`src/rtl/ils_pkg.sv`:
```
package ils_pkg;

  localparam int CAPACITY  = 64;
  localparam int WORD_BITS = 64;
  localparam int IDX_W     = $clog2(CAPACITY);
  localparam int CNT_W     = $clog2(CAPACITY + 1);

  typedef enum logic [2:0] {
    FN_INSERT = 3'd0,
    FN_DELETE = 3'd1,
    FN_FIND   = 3'd2,
    FN_GET    = 3'd3,
    FN_UPDATE = 3'd4
  } func_t;

  typedef enum logic [1:0] {
    ST_OK      = 2'd0,
    ST_RANGE   = 2'd1,
    ST_FULL    = 2'd2,
    ST_MISSING = 2'd3
  } status_t;

  typedef struct packed {
    logic [2:0]  func;
    logic [6:0]  position;
    logic [63:0] word_in;
  } req_t;

  typedef struct packed {
    logic [1:0]  status;
    logic [5:0]  found_at;
    logic [63:0] word_out;
    logic [6:0]  count;
  } rsp_t;

  // broadcast to every cell for the item being accepted
  typedef struct packed {
    logic                 load;
    logic                 ins_ok;
    logic                 del_ok;
    logic                 upd_ok;
    logic                 find;
    logic                 get;
    logic [6:0]           pos;
    logic [CNT_W-1:0]     fill;
    logic [WORD_BITS-1:0] word;
  } cmd_t;

endpackage

```
`src/rtl/ils_cell.sv`:
```
module ils_cell (
  input  logic                         clk,
  input  ils_pkg::cmd_t                cmd,
  input  logic [ils_pkg::IDX_W-1:0]    idx,
  input  logic [ils_pkg::WORD_BITS-1:0] left_word,
  input  logic [ils_pkg::WORD_BITS-1:0] right_word,
  output logic [ils_pkg::WORD_BITS-1:0] word,
  output logic                         hit
);
  import ils_pkg::*;

  logic [6:0] my_pos;
  logic       above, at, live;
  logic       hit_next;

  assign my_pos = 7'(idx);
  assign above  = my_pos > cmd.pos;
  assign at     = my_pos == cmd.pos;
  assign live   = CNT_W'(idx) < cmd.fill;

  assign hit_next = (cmd.find && live && (word == cmd.word)) ||
                    (cmd.get && at && live);

  always_ff @(posedge clk) begin
    if (cmd.load) begin
      hit <= hit_next;
      if (cmd.ins_ok && above) begin
        word <= left_word;
      end else if (cmd.del_ok && (above || at)) begin
        word <= right_word;
      end else if ((cmd.ins_ok || cmd.upd_ok) && at) begin
        word <= cmd.word;
      end
    end
  end

endmodule

```
`config.mk`:
```
export PLATFORM = sky130hd
export DESIGN_NAME = ils_cell
export DESIGN_NICKNAME = d
export VERILOG_FILES = /design/src/rtl/ils_pkg.sv /design/src/rtl/ils_cell.sv
export SDC_FILE = /design/constraint.sdc
export NUM_CORES = 1
export LEC_CHECK = 0
export ABC_CLOCK_PERIOD_IN_PS = 3150
export BUFFER_PORTS_ARGS = -buffer_cell sky130_fd_sc_hd__buf_4
export CORE_MARGIN = 3
export CORE_UTILIZATION = 39
export DETAILED_ROUTE_END_ITERATION = 12
export PLACE_DENSITY = 0.82
export SETUP_SLACK_MARGIN = 0.4
export SLEW_MARGIN = 20
export SYNTH_ARGS = -nofsm -noshare
export SYNTH_HDL_FRONTEND = slang
export SYNTH_SLANG_ARGS = --single-unit
export TNS_END_PERCENT = 10
```
`constraint.sdc`:
```
create_clock -name clk -period 3.15 [get_ports clk]
set_input_delay 0.1575 -clock clk [delete_from_list [all_inputs] [get_ports clk]]
set_output_delay 0.1575 -clock clk [all_outputs]
set_load 0.02 [all_outputs]
```
# Word-level counts from Yosys, hierarchy flattened
# Cells that the tools add are included.
# word_totals
ff_bits	65
in_bits	219
out_inout_bits	65
wordCells	21
# classes
order_cmp	2
n_eq_ne	2
n_mux	3
n_reduce_logical	12
# ops
op	n
$mux 64	3
$eq 64x64->1	1
$eq 6x7->1	1
$gt 6x7->1	1
$logic_and 1x1->1	7
$lt 6x7->1	1
$logic_or 1x1->1	3
$reduce_bool 3->1	1
$reduce_and 2->1	1

# Longest topological paths before layout
# Gate-level depths: netlist of the first run.
# logic_depth
word_depth	5
ltp_mapped	10
ltp_nobuf	8

# Worst setup path after synthesis of the first run
# Ideal clock, no wire load.
# synth_timing
path_kind	input port to flip-flop
startpoint	input cmd[72] in the netlist's numbering
endpoint	register word[0] in the netlist's numbering, enable pin
setup_time_ns	0.429
arrival_ns	2.554
t_required_ns	2.721
path_slack_ns	0.167
path_stages	8
path_cell_list	inv_1 ha_1 nor2b_1 o21ai_1 a31oi_1 nor2_1 o21ai_0 and2_1
# synth_via
elab_chain_cells	5
elab_cells_between_ends	8
# synth_rtl
element	line_no	source
from (decl)	ils_cell.sv:3	input ils_pkg::cmd_t cmd,
$gt 6x7->1 or $eq 6x7->1 (tied branches)	ils_cell.sv:17, ils_cell.sv:18	
$logic_or 1x1->1	ils_cell.sv:29	end else if (cmd.del_ok && (above || at)) begin
$logic_and 1x1->1	ils_cell.sv:29	
$reduce_bool 3->1 (no source line) (*)	-	
$reduce_and 2->1 (no source line) (*)	-	
to (signal assigned)	ils_cell.sv:28	word <= left_word;
to (signal assigned)	ils_cell.sv:30	word <= right_word;
to (signal assigned)	ils_cell.sv:32	word <= cmd.word;
to (decl)	ils_cell.sv:7	output logic [ils_pkg::WORD_BITS-1:0] word,
# Mark *: on every way between the ends. The rest lies on a longest branch, timed or not.
# A chain may end at the register's enable or synchronous reset.

# Worst setup path after layout of the first run
# layout_timing
startpoint	register word[11] in the netlist's numbering
endpoint	register hit, data pin
# layout_via
elab_chain_cells	3
# layout_rtl
element	line_no	source
$eq 64x64->1	ils_cell.sv:21	assign hit_next = (cmd.find && live && (word == cmd.word)) ||
$logic_and 1x1->1	ils_cell.sv:21	
$logic_or 1x1->1	ils_cell.sv:21	
net hit_next	ils_cell.sv:14	logic hit_next;
to (signal assigned)	ils_cell.sv:26	hit <= hit_next;
to (decl)	ils_cell.sv:8	output logic hit
# The timed path passes the listed nets, and every way through them passes these cells.

==> results.py, run 1 <==
metrics = {
    "sta": {
        "setup_tns_ns": 0,
        "worst_slew_pin_slew_ns": 0.488,
        "fin_crit_sh_pct": 73.2,
        "fin_ws_ns": 0.845,
        "rsz0062_at_grt": "false",
        "hold_viol": 0,
        "clock.fmax_mhz": 434,
        "skew_ns": 0.00974,
        "finalCriticalPeriod_ns": 2.31,
        "setup_violations": 0,
        "maxSlewViolCount": 0,
        "relSlewSlack_pct": 67.5,
    },
    "clock_tree": {
        "clk_pin_slew_worst_paths_ns": 0.08,
        "clkSinkCount": 65,
        "cts_tree": "yes",
        "ctsResizeCount": 0,
        "post_cts_buffers": 0,
        "clock_latency_ns": 0.33,
        "h-tree-depth": 3,
        "cts_buffers": 9,
        "cts_root_buffer": "clkbuf_8",
        "ctsHoldBuffers": 0,
        "clockBufferDepth": 2,
    },
    "floorplan": {
        "core_mm2": 0.0106,
        "ios": 284,
        "die_y_um": 111,
        "die_w_um": 111,
        "dieArea_mm2": 0.0124,
        "fp-row-count": 37,
        "start_util_pct": 40.9,
    },
    "worst_hold_path": {
        "hold_path_class": "in2reg",
        "hp-start": "cmd[83]",
        "min_to": "hit$_DFFE_PP_",
        "hold_path_depth": 1,
    },
    "drt": {
        "vias_per_cell": 5.14,
        "drc_errors": 0,
        "wl_per_cell_um": 18.0,
        "ant_nets": 0,
        "met1_length_um": 5570,
        "wl_met2_um": 8140,
        "drt-total-wl_um": 15200,
        "highest_layer": "met4",
        "drt_iter0_drc": 259,
        "wl_met3_um": 1110,
        "route.vias.total": 4335,
        "dr.pass1.iters": 4,
    },
    "layout": {
        "areaGrowthSynthToFinish_pct": 57.3,
        "antenna_cells": 0,
        "postLayoutCellArea_mm2": 0.00679,
        "num-nets-final": 935,
        "layout-drive-gt1-share_pct": 43.4,
    },
    "synthesis": {
        "syn_inst": 425,
        "yosysWarningCount": 0,
        "yosysUniqueCellTypes": 34,
        "muxShareOfSynthArea_pct": 14.8,
        "synth-main-ff-cell": "edfxtp_1",
        "syn_avg_cell_area_um2": 10.2,
        "synth_compound_area_share_pct": 11.7,
        "seq_area_frac_synth_pct": 45.2,
        "synth_edf_count": 65,
        "async_flop_share_pct": 0,
        "synth_adder_area_share_pct": 3.19,
        "synth_top_family_by_area": "multiplexers",
        "synth_area_mm2": 0.00432,
        "synth-simple-area-share_pct": 10.8,
        "syn_nets": 655,
        "synth_xor_area_share_pct": 10.6,
        "synth-seq-cells": 65,
    },
    "worst_setup_path": {
        "cp_max_fo": 3,
        "r2r_end": "hit$_DFFE_PP_",
        "crit_type": "reg2reg",
        "worstPathArrival_ns": 2.49,
        "r2r_slack_ns": 0.84,
        "cp_top_family": "compound AO/OA/AOI/OAI gates",
        "slowest_stage": "or4_1",
        "r2r_cells": 6,
        "cp_num_buf_inv": 0,
        "slowest_delay_ns": 0.54,
        "cp-start-kind": "flop",
        "crit_chain": "nor2b_1, a2111o_1, a2111oi_2, nand4_1, or4_1, a21oi_1",
        "cp.required_ns": 3.33,
        "cp-end-kind": "flop",
        "rr_startpoint": "word[11]$_DFFE_PP_",
    },
    "placed_design": {
        "io_buffers": 283,
        "dpl_worst_slack_ns": 0.746,
        "dp_hpwl_um": 12500,
        "routabilityCongestion": 0.967,
        "dpl_cell_area_mm2": 0.00662,
    },
    "global_routing": {
        "grt_start_max_net_pins": 89,
        "first_global_vias": 4482,
        "track_usage_pct": 23.2,
        "antenna_found_initial": 0,
        "grt_overflow": 0,
        "grt_pass1_wl_um": 23000,
    },
    "power_and_ir_drop": {
        "p_leak_nw": 3.38,
        "p_per_area_mw_per_mm2": 361,
        "ir_worst_vdd_mv": 0.212,
    },
    "status": {
        "status": "finished, final reports clean",
    },
    "job": {
        "drv_cap": 0,
    },
}
cell type report:
class / instances / area [µm²]
clock inverter: 5 / 48.8
inverter: 20 / 75.1
sequential: 65 / 1950
clock buffer: 9 / 124
timing repair buffer: 290 / 2190
fill: 881 / 3760
multi-input combinational: 319 / 2230
tap: 136 / 170
sequential cells by signal, indices dropped and copies added, names as in the netlist:
name and flops:
word 64, hit 1
worst reg2reg max path, stage by stage, from the launching register on:
cell and delay [ns]:
edfxtp_1 0.40, nor2b_1 0.15, a2111o_1 0.40, a2111oi_2 0.39
nand4_1 0.12, or4_1 0.54, a21oi_1 0.16
Yosys cell counts, types with 2 or more instances:
cell type | number | share of area, %
nand4_1 | 9 | 1.3
xor2_1 | 24 | 4.9
a21oi_1 | 69 | 8.0
o2111ai_1 | 2 | 0.41
nor2_1 | 70 | 6.1
ha_1 | 11 | 3.2
nand3_1 | 2 | 0.23
xnor2_1 | 28 | 5.7
o21ai_1 | 2 | 0.23
a21o_1 | 2 | 0.35
o22ai_1 | 2 | 0.29
inv_1 | 20 | 1.7
clkbuf_1 | 14 | 1.2
nor4_1 | 8 | 1.2
nand2b_1 | 3 | 0.43
buf_2 | 7 | 0.81
nand2_1 | 2 | 0.17
mux2i_1 | 64 | 15
nor2b_1 | 6 | 0.87
o21ai_0 | 2 | 0.23
edfxtp_1 | 65 | 45
cells in the final DEF, fill, tap and decap left out, types with 2 or more instances in the layout:
| master | netlist | routed |
|---|---|---|
| xor2_1 | 24 | 24 |
| xnor2_1 | 28 | 28 |
| nor2b_1 | 6 | 6 |
| ha_1 | 11 | 11 |
| a21oi_1 | 69 | 69 |
| a21o_1 | 2 | 2 |
| nand2b_1 | 3 | 3 |
| nand4_1 | 9 | 9 |
| nand3_1 | 2 | 2 |
| inv_1 | 20 | 20 |
| buf_4 | 0 | 289 |
| nand2_1 | 2 | 2 |
| clkbuf_8 | 0 | 9 |
| o22ai_1 | 2 | 2 |
| nor2_1 | 70 | 70 |
| o2111ai_1 | 2 | 2 |
| edfxtp_1 | 65 | 65 |
| nor4_1 | 8 | 8 |
| o21ai_0 | 2 | 2 |
| mux2i_1 | 64 | 64 |
| clkinv_2 | 0 | 3 |
metrics by stage:
stage | util (%) | hold slack [ns] | instances | power (W)
finish | 64.3 | 0.0339 | 844 | 0.00245
global route | 64.3 | 0.0131 | 844 | 0.00257
CTS | 64.3 | 0.0181 | 844 | 0.00247
detailed placement | 62.7 | 0.367 | 830 | 0.00182
global placement | 62.7 | 0.369 | 830 | 0.00179
floorplan | - | 0.270 | 425 | 0.00142
per-layer routing:
metal  track usage (%)  vias to the layer above
met5                 0                        -
met4              6.08                        0
met3              6.71                       32
met2              44.0                      210
met1              25.0                     2000
li1                  -                     2093
worst max path at each step:
| stage | startpoint | endpoint | slack (ns) | cells past startpoint |
|---|---|---|---|---|
| 5_1_grt | word[11]$_DFFE_PP_ | hit$_DFFE_PP_ | 0.77 | 6 |
| 2_1_floorplan | cmd[72] | word[0]$_DFFE_PP_ | 0.87 | 8 |
| 6_report | word[11]$_DFFE_PP_ | hit$_DFFE_PP_ | 0.84 | 6 |
| 3_5_place_dp | cmd[76] | word[33]$_DFFE_PP_ | 0.75 | 9 |
| 4_1_cts | word[11]$_DFFE_PP_ | hit$_DFFE_PP_ | 0.83 | 6 |
| 3_3_place_gp | idx[5] | word[33]$_DFFE_PP_ | 0.88 | 8 |
power breakdown:
part	leakage [nW]	total [W]	internal (W)	switching, W
combinational	2.68	0.000722	0.000386	0.000336
sequential	0.599	0.00107	0.00103	0.0000395
clock	0.0921	0.000660	0.000350	0.000310
total	3.38	0.00245	0.00177	0.000685
cell families (layout without fill, tap and decap cells):
| logic type | Yosys count | after routing |
|---|---|---|
| buf+inv | 41 | 324 |
| compound gates | 89 | 89 |
| simple gates | 103 | 103 |
| fa+ha+maj | 11 | 11 |
| flops | 65 | 65 |
| xor+xnor | 52 | 52 |
| mux | 64 | 64 |
Note: power is estimated with default switching activity, not from simulation.
==> inputs of run 2 (changes only) <==
--- a/config.mk
+++ b/config.mk
@@ -5,7 +5,7 @@
 export SDC_FILE = /design/constraint.sdc
 export NUM_CORES = 1
 export LEC_CHECK = 0
-export ABC_CLOCK_PERIOD_IN_PS = 3150
+export ABC_CLOCK_PERIOD_IN_PS = 2110
 export BUFFER_PORTS_ARGS = -buffer_cell sky130_fd_sc_hd__buf_4
 export CORE_MARGIN = 3
 export CORE_UTILIZATION = 39
==> constraint.sdc (replaced) <==
create_clock -name clk -period 2.11 [get_ports clk]
set_input_delay 0.1055 -clock clk [delete_from_list [all_inputs] [get_ports clk]]
set_output_delay 0.1055 -clock clk [all_outputs]
set_load 0.02 [all_outputs]
==> run 2 against run 1 <==
Setup slack worse by 0.78 ns. Wire length is 3.1% higher. Cell area is 6.0% higher. Count of clock-buffer cells in the layout stayed put. Sequential power is 50% higher. Critical endpoint unchanged.
==> results.py, run 2 (synthesized netlist as in run 1, its figures left out) <==
metrics = {
    "global_routing": {
        "antenna_found_initial": 0,
        "first_global_vias": 4479,
        "grt_pass1_wl_um": 23200,
        "grt_start_max_net_pins": 65,
        "track_usage_pct": 23.6,
        "grt_overflow": 0,
    },
    "worst_setup_path": {
        "rr_startpoint": "word[11]$_DFFE_PP_",
        "worstPathArrival_ns": 2.25,
        "r2r_end": "hit$_DFFE_PP_",
        "r2r_cells": 6,
        "r2r_slack_ns": 0.06,
        "crit_start": "word[11]$_DFFE_PP_",
        "cp-start-kind": "flop",
        "crit_type": "reg2reg",
        "crit_end": "hit$_DFFE_PP_",
        "cp_max_fo": 2,
        "cp-end-kind": "flop",
        "cp.required_ns": 2.31,
    },
    "power_and_ir_drop": {
        "finalPower_w": 0.00378,
        "ir_worst_vdd_mv": 0.266,
        "p_per_area_mw_per_mm2": 524,
        "p_leak_nw": 3.51,
    },
    "floorplan": {
        "die_w_um": 111,
        "start_util_pct": 40.9,
        "die_y_um": 111,
        "fp-row-count": 37,
        "dieArea_mm2": 0.0124,
        "core_mm2": 0.0106,
        "ios": 284,
    },
    "placed_design": {
        "routabilityCongestion": 0.923,
        "dpl_cell_area_mm2": 0.00679,
        "io_buffers": 283,
        "dp_hpwl_um": 12400,
        "dpl_worst_slack_ns": -0.0111,
        "place_inst": 836,
    },
    "drt": {
        "drt_iter0_drc": 259,
        "drt-total-wl_um": 15600,
        "route.vias.total": 4468,
        "ant_nets": 0,
        "vias_per_cell": 5.19,
        "dr.pass1.iters": 4,
        "wl_per_cell_um": 18.2,
        "drc_errors": 0,
    },
    "clock_tree": {
        "cts_root_buffer": "clkbuf_8",
        "clockBufferDepth": 2,
        "cts_buffers": 9,
        "clkSinkCount": 65,
        "cts_tree": "yes",
        "clk_pin_slew_worst_paths_ns": 0.07,
        "clock_latency_ns": 0.34,
        "h-tree-depth": 3,
    },
    "worst_hold_path": {
        "hold_path_class": "in2reg",
    },
    "sta": {
        "worst_slew_pin_slew_ns": 0.461,
        "setup_tns_ns": 0,
        "hold_viol": 0,
        "setup_violations": 0,
        "rsz0062_at_grt": "true",
        "fin_crit_sh_pct": 97.0,
        "relSlewSlack_pct": 69.0,
        "fin_ws_ns": 0.0626,
        "finalCriticalPeriod_ns": 2.05,
        "skew_ns": 0.00828,
        "maxSlewViolCount": 0,
        "clock.fmax_mhz": 488,
    },
    "layout": {
        "fillers": 786,
        "layout_common_cells": "buf_4, nor2_1, a21oi_1, edfxtp_1, mux2i_1",
        "reg_top3": "word (64), hit (1)",
        "num-nets-final": 951,
        "regMostFlops": "word",
        "postLayoutCellArea_mm2": 0.00720,
        "areaGrowthSynthToFinish_pct": 66.8,
        "antenna_cells": 0,
        "layout-drive-gt1-share_pct": 47.6,
        "instances_no_fill": 861,
        "layout_commonest_cell": "buf_4",
        "largest_register_ffs": 64,
    },
    "job": {
        "drv_cap": 0,
    },
    "status": {
        "status": "finished, final reports clean",
    },
}
[run 2: cell types whose count changed in the layout (fill, tap and decap cells not counted), sizes merged]
| cell | previous run | this run |
|---|---|---|
| buf | 290 | 303 |
| clkbuf | 9 | 11 |
| clkinv | 4 | 5 |
| dlygate4sd3 | 0 | 1 |
[run 2: worst min-delay path by stage]
stage                        startpoint            endpoint  slack (ns)  cells past startpoint
final                     left_word[18]  word[18]$_DFFE_PP_        0.08                      3
after CTS                 left_word[18]  word[18]$_DFFE_PP_        0.07                      3
after floorplan                 cmd[83]       hit$_DFFE_PP_        0.22                      0
after global placement          cmd[83]       hit$_DFFE_PP_        0.32                      1
after detailed placement        cmd[83]       hit$_DFFE_PP_        0.32                      1
after global routing      left_word[13]  word[13]$_DFFE_PP_        0.07                      3
[run 2: power breakdown]
part	switching (W)	leakage [nW]	internal, W
clock	0.000466	0.0890	0.000521
sequential	0.0000602	0.599	0.00154
combinational	0.000546	2.82	0.000641
total	0.00107	3.51	0.00270
[run 2: area by class of cell]
| type | instances | area, µm² | share of cell area, % |
|---|---|---|---|
| flip-flops and latches | 65 | 1950 | 27.1 |
| clock inverters | 6 | 50.0 | 0.695 |
| well taps | 136 | 170 | 2.36 |
| clock buffers | 9 | 124 | 1.72 |
| multi-input cells | 319 | 2400 | 33.3 |
| repair buffers | 306 | 2420 | 33.6 |
| inverters | 20 | 87.6 | 1.22 |
[run 2: what timing repair did]
item	CTS	global route
pin swaps	4	17
hold endpoints to repair	1	0
hold buffers	1	0
endpoints found under the setup margin	1	118
cloned	0	2
gates resized for setup	5	22
setup buffers	3	4
[run 2: worst max-delay path: stages, from the launching register on]
cell       delay (ns)
edfxtp_1         0.40
nor2b_4          0.14
a2111o_1         0.40
a2111oi_2        0.28
nand4_1          0.13
or4_4            0.43
a21oi_2          0.12
[run 2: routing by layer]
metal	up-vias	routed length (µm)	global-route usage (%)	share of wire, %
met5	-	0	0	0
met2	225	8180	42.9	52
li1	2124	-	-	-
met4	0	374	8.03	2.4
met3	27	1190	6.66	7.6
met1	2092	5890	26.3	38
[run 2: per-stage QoR]
step / util [%] / hold slack, ns
after floorplan: - / 0.218
after global routing: 68.2 / 0.0701
final: 68.2 / 0.0790
after CTS: 66.5 / 0.0650
after detailed placement: 64.3 / 0.321
after global placement: 64.3 / 0.317
==> inputs of run 3 (changes only) <==
--- a/config.mk
+++ b/config.mk
@@ -5,13 +5,15 @@
 export SDC_FILE = /design/constraint.sdc
 export NUM_CORES = 1
 export LEC_CHECK = 0
+export ABC_AREA = 1
 export ABC_CLOCK_PERIOD_IN_PS = 2110
 export BUFFER_PORTS_ARGS = -buffer_cell sky130_fd_sc_hd__buf_4
 export CORE_MARGIN = 3
-export CORE_UTILIZATION = 39
+export CORE_UTILIZATION = 42
 export DETAILED_ROUTE_END_ITERATION = 12
 export PLACE_DENSITY = 0.82
 export SETUP_SLACK_MARGIN = 0.4
+export SKIP_LAST_GASP = 1
 export SLEW_MARGIN = 20
 export SYNTH_ARGS = -nofsm -noshare
 export SYNTH_HDL_FRONTEND = slang
==> run 3 against run 2 <==
Sequential share of layout area shrank 3.1 points. Sequential cell count is the same. Wire length grew 21%.
==> results.py, run 3 <==
metrics = {
    "floorplan": {
        "fp-row-count": 40,
        "ios": 284,
        "die_y_um": 120,
        "dieArea_mm2": 0.0143,
        "core_mm2": 0.0123,
        "start_util_pct": 44.0,
        "die_w_um": 120,
    },
    "power_and_ir_drop": {
        "p_sw_share_pct": 30.2,
        "p_int_w": 0.00319,
        "finalPower_w": 0.00457,
        "p_per_area_mw_per_mm2": 562,
        "seqPwrFrac_pct": 36.5,
        "ir_worst_vdd_mv": 0.452,
        "combPwrFrac_pct": 32.1,
        "clkPwrFrac_pct": 31.4,
        "p_switching_w": 0.00138,
        "p_leak_nw": 4.47,
    },
    "drt": {
        "drt-total-wl_um": 18900,
        "route.vias.total": 6022,
        "dr.pass1.iters": 5,
        "wl_per_cell_um": 15.0,
        "drc_errors": 0,
        "vias_per_cell": 4.78,
        "ant_nets": 0,
        "drt_iter0_drc": 339,
    },
    "worst_setup_path": {
        "cp.required_ns": 2.14,
        "crit_chain": "buf_4, ha_1, nand2_1, o21ai_1, nand2_2, nand3_4, nand2_2, a31oi_4, buf_12, clkbuf_16",
        "slowest_delay_ns": 0.30,
        "cp-end-kind": "flop",
        "critical_path.most_common_cell": "nand2_2",
        "crit_type": "in2reg",
        "slowest_stage": "ha_1",
        "cp-start-kind": "input pin",
        "cp_max_fo": 14,
        "rr_startpoint": "word[16]$_DFFE_PP_",
        "crit_start": "idx[2]",
        "worstPathArrival_ns": 1.69,
    },
    "synthesis": {
        "yosysWarningCount": 0,
        "yosysTopAreaCell": "edfxtp_1",
        "synth_area_leaders": "edfxtp_1, nand2_1, nand3b_1",
        "syn_nets": 1038,
        "yosysUniqueCellTypes": 20,
        "syn_inst": 808,
        "yosysMostFrequentCell": "nand2_1",
        "seq_area_frac_synth_pct": 36.0,
        "async_flop_share_pct": 0,
        "synth-seq-cells": 65,
        "synth_edf_count": 65,
        "yosys.area.top_type_share_pct": 36.0,
        "syn_avg_cell_area_um2": 6.70,
        "synth-main-ff-cell": "edfxtp_1",
        "synth_area_mm2": 0.00542,
        "synthTopCellsByCount": "nand2_1, inv_1, nand3_1, edfxtp_1, nand3b_1",
    },
    "clock_tree": {
        "clock_latency_ns": 0.32,
        "cts_tree": "yes",
        "h-tree-depth": 3,
        "clockBufferDepth": 2,
        "clk_pin_slew_worst_paths_ns": 0.05,
        "cts_root_buffer": "clkbuf_16",
        "clkSinkCount": 65,
        "cts_buffers": 9,
    },
    "worst_hold_path": {
        "hold_path_class": "in2reg",
        "hp-start": "left_word[11]",
    },
    "sta": {
        "worst_slew_pin_slew_ns": 0.386,
        "relSlewSlack_pct": 74.3,
        "maxSlewViolCount": 0,
        "skew_ns": 0.00483,
        "rsz0062_at_grt": "true",
        "fin_ws_ns": 0.449,
        "setup_violations": 0,
        "finalCriticalPeriod_ns": 1.66,
        "hold_slack_ns": 0.0510,
        "hold_viol": 0,
        "clock.fmax_mhz": 602,
        "fin_crit_sh_pct": 78.7,
    },
    "global_routing": {
        "track_usage_pct": 25.0,
        "grt_start_max_net_pins": 40,
        "grt_pass1_wl_um": 28600,
        "antenna_found_initial": 0,
        "first_global_vias": 5767,
        "grt_overflow": 0,
    },
    "layout": {
        "layout-drive-gt1-share_pct": 29.5,
        "areaGrowthSynthToFinish_pct": 50.2,
        "regMostFlops": "word",
        "layout_common_cells": "nand2_1, buf_4, inv_1",
        "reg_top3": "word (64), hit (1)",
        "antenna_cells": 0,
        "num-nets-final": 1316,
        "postLayoutCellArea_mm2": 0.00813,
        "fillers": 1113,
        "layout_commonest_cell": "nand2_1",
        "largest_register_ffs": 64,
    },
    "placed_design": {
        "dp_hpwl_um": 14300,
        "io_buffers": 283,
        "routabilityCongestion": 0.862,
        "dpl_worst_slack_ns": 0.0504,
        "dpl_cell_area_mm2": 0.00774,
    },
    "status": {
        "status": "finished, final reports clean",
    },
    "job": {
        "drv_cap": 0,
    },
}
==> run 3: cell count changes after synthesis, sizes merged, moves of 19 or more <==
| cell | change |
|---|---|
| nand2 | +359 |
| inv | +108 |
| nand3 | +67 |
| mux2i | -64 |
| nand3b | +64 |
| a21oi | -63 |
| xnor2 | -28 |
| nor2 | -25 |
| buf | +19 |
==> run 3: routing by layer <==
| metal | track usage, % | vias to the layer above | wire, µm |
|---|---|---|---|
| li1 | - | 3054 | - |
| met1 | 28.5 | 2726 | 7220 |
| met2 | 46.5 | 211 | 9880 |
| met3 | 5.23 | 31 | 1340 |
| met4 | 7.87 | 0 | 424 |
| met5 | 0 | - | 0 |
==> run 3: cells by family (layout without fill, tap and decap cells) <==
kind of cell	count (synthesis)	in the layout	share of synthesized area (%)
adder cells (fa/ha/maj)	11	11	2.54
AO/OA/AOI/OAI	10	10	0.993
AND/OR/NAND/NOR	541	541	43.9
buffers and inverters	162	445	13.5
XOR/XNOR	19	19	3.07
flip-flops	65	65	36.0
==> run 3: layout make-up <==
type                            instances  area [µm²]  share of cell area (%)
Timing Repair Buffer                  301        2420                    29.8
Inverter                              128         488                    6.00
Clock buffer                           11         233                    2.86
Tap cell                              168         210                    2.58
Multi-Input combinational cell        581        2780                    34.2
Clock inverter                          5        46.3                   0.569
Sequential cell                        65        1950                    24.0
==> run 3: power by group through the flow <==
stage / Sequential [W] / Clock, W / Combinational (W)
after floorplan: 0.00182 / 0 / 0.000629
after global placement: 0.00169 / 0 / 0.00140
after detailed placement: 0.00169 / 0 / 0.00143
after CTS: 0.00167 / 0.00147 / 0.00144
after global routing: 0.00168 / 0.00151 / 0.00161
final: 0.00167 / 0.00144 / 0.00147
==> run 3: worst max-delay path: cells and delay by family <==
family | cells | cell delay, ns
AND/OR/NAND/NOR | 4 | 0.46
adder cells (fa/ha/maj) | 1 | 0.30
AO/OA/AOI/OAI | 2 | 0.35
buffers and inverters | 3 | 0.46
==> run 3: worst paths after layout <==
kind                                            to  slack [ns]  cells past startpoint
worst max-delay path            word[25]$_DFFE_PP_        0.45                     10
worst max register to register       hit$_DFFE_PP_        0.74                      9
worst min-delay path            word[11]$_DFFE_PP_        0.05                      3
worst min register to register       hit$_DFFE_PP_        1.01                      9
==> run 3: what timing repair did <==
action	CTS	global route
hold endpoints to repair	1	0
pin swaps	0	2
buffers inserted	0	1
hold buffers	1	0
cloned	0	2
endpoints found under the setup margin	64	125
resized for setup	0	8
==> run 3: stage by stage <==
step	util [%]	cells	TNS, ns
global route	66.1	1259	0
detailed placement	62.9	1239	0
finish	66.1	1259	0
CTS	65.2	1256	0
global placement	62.9	1239	0
floorplan	-	808	-37.29
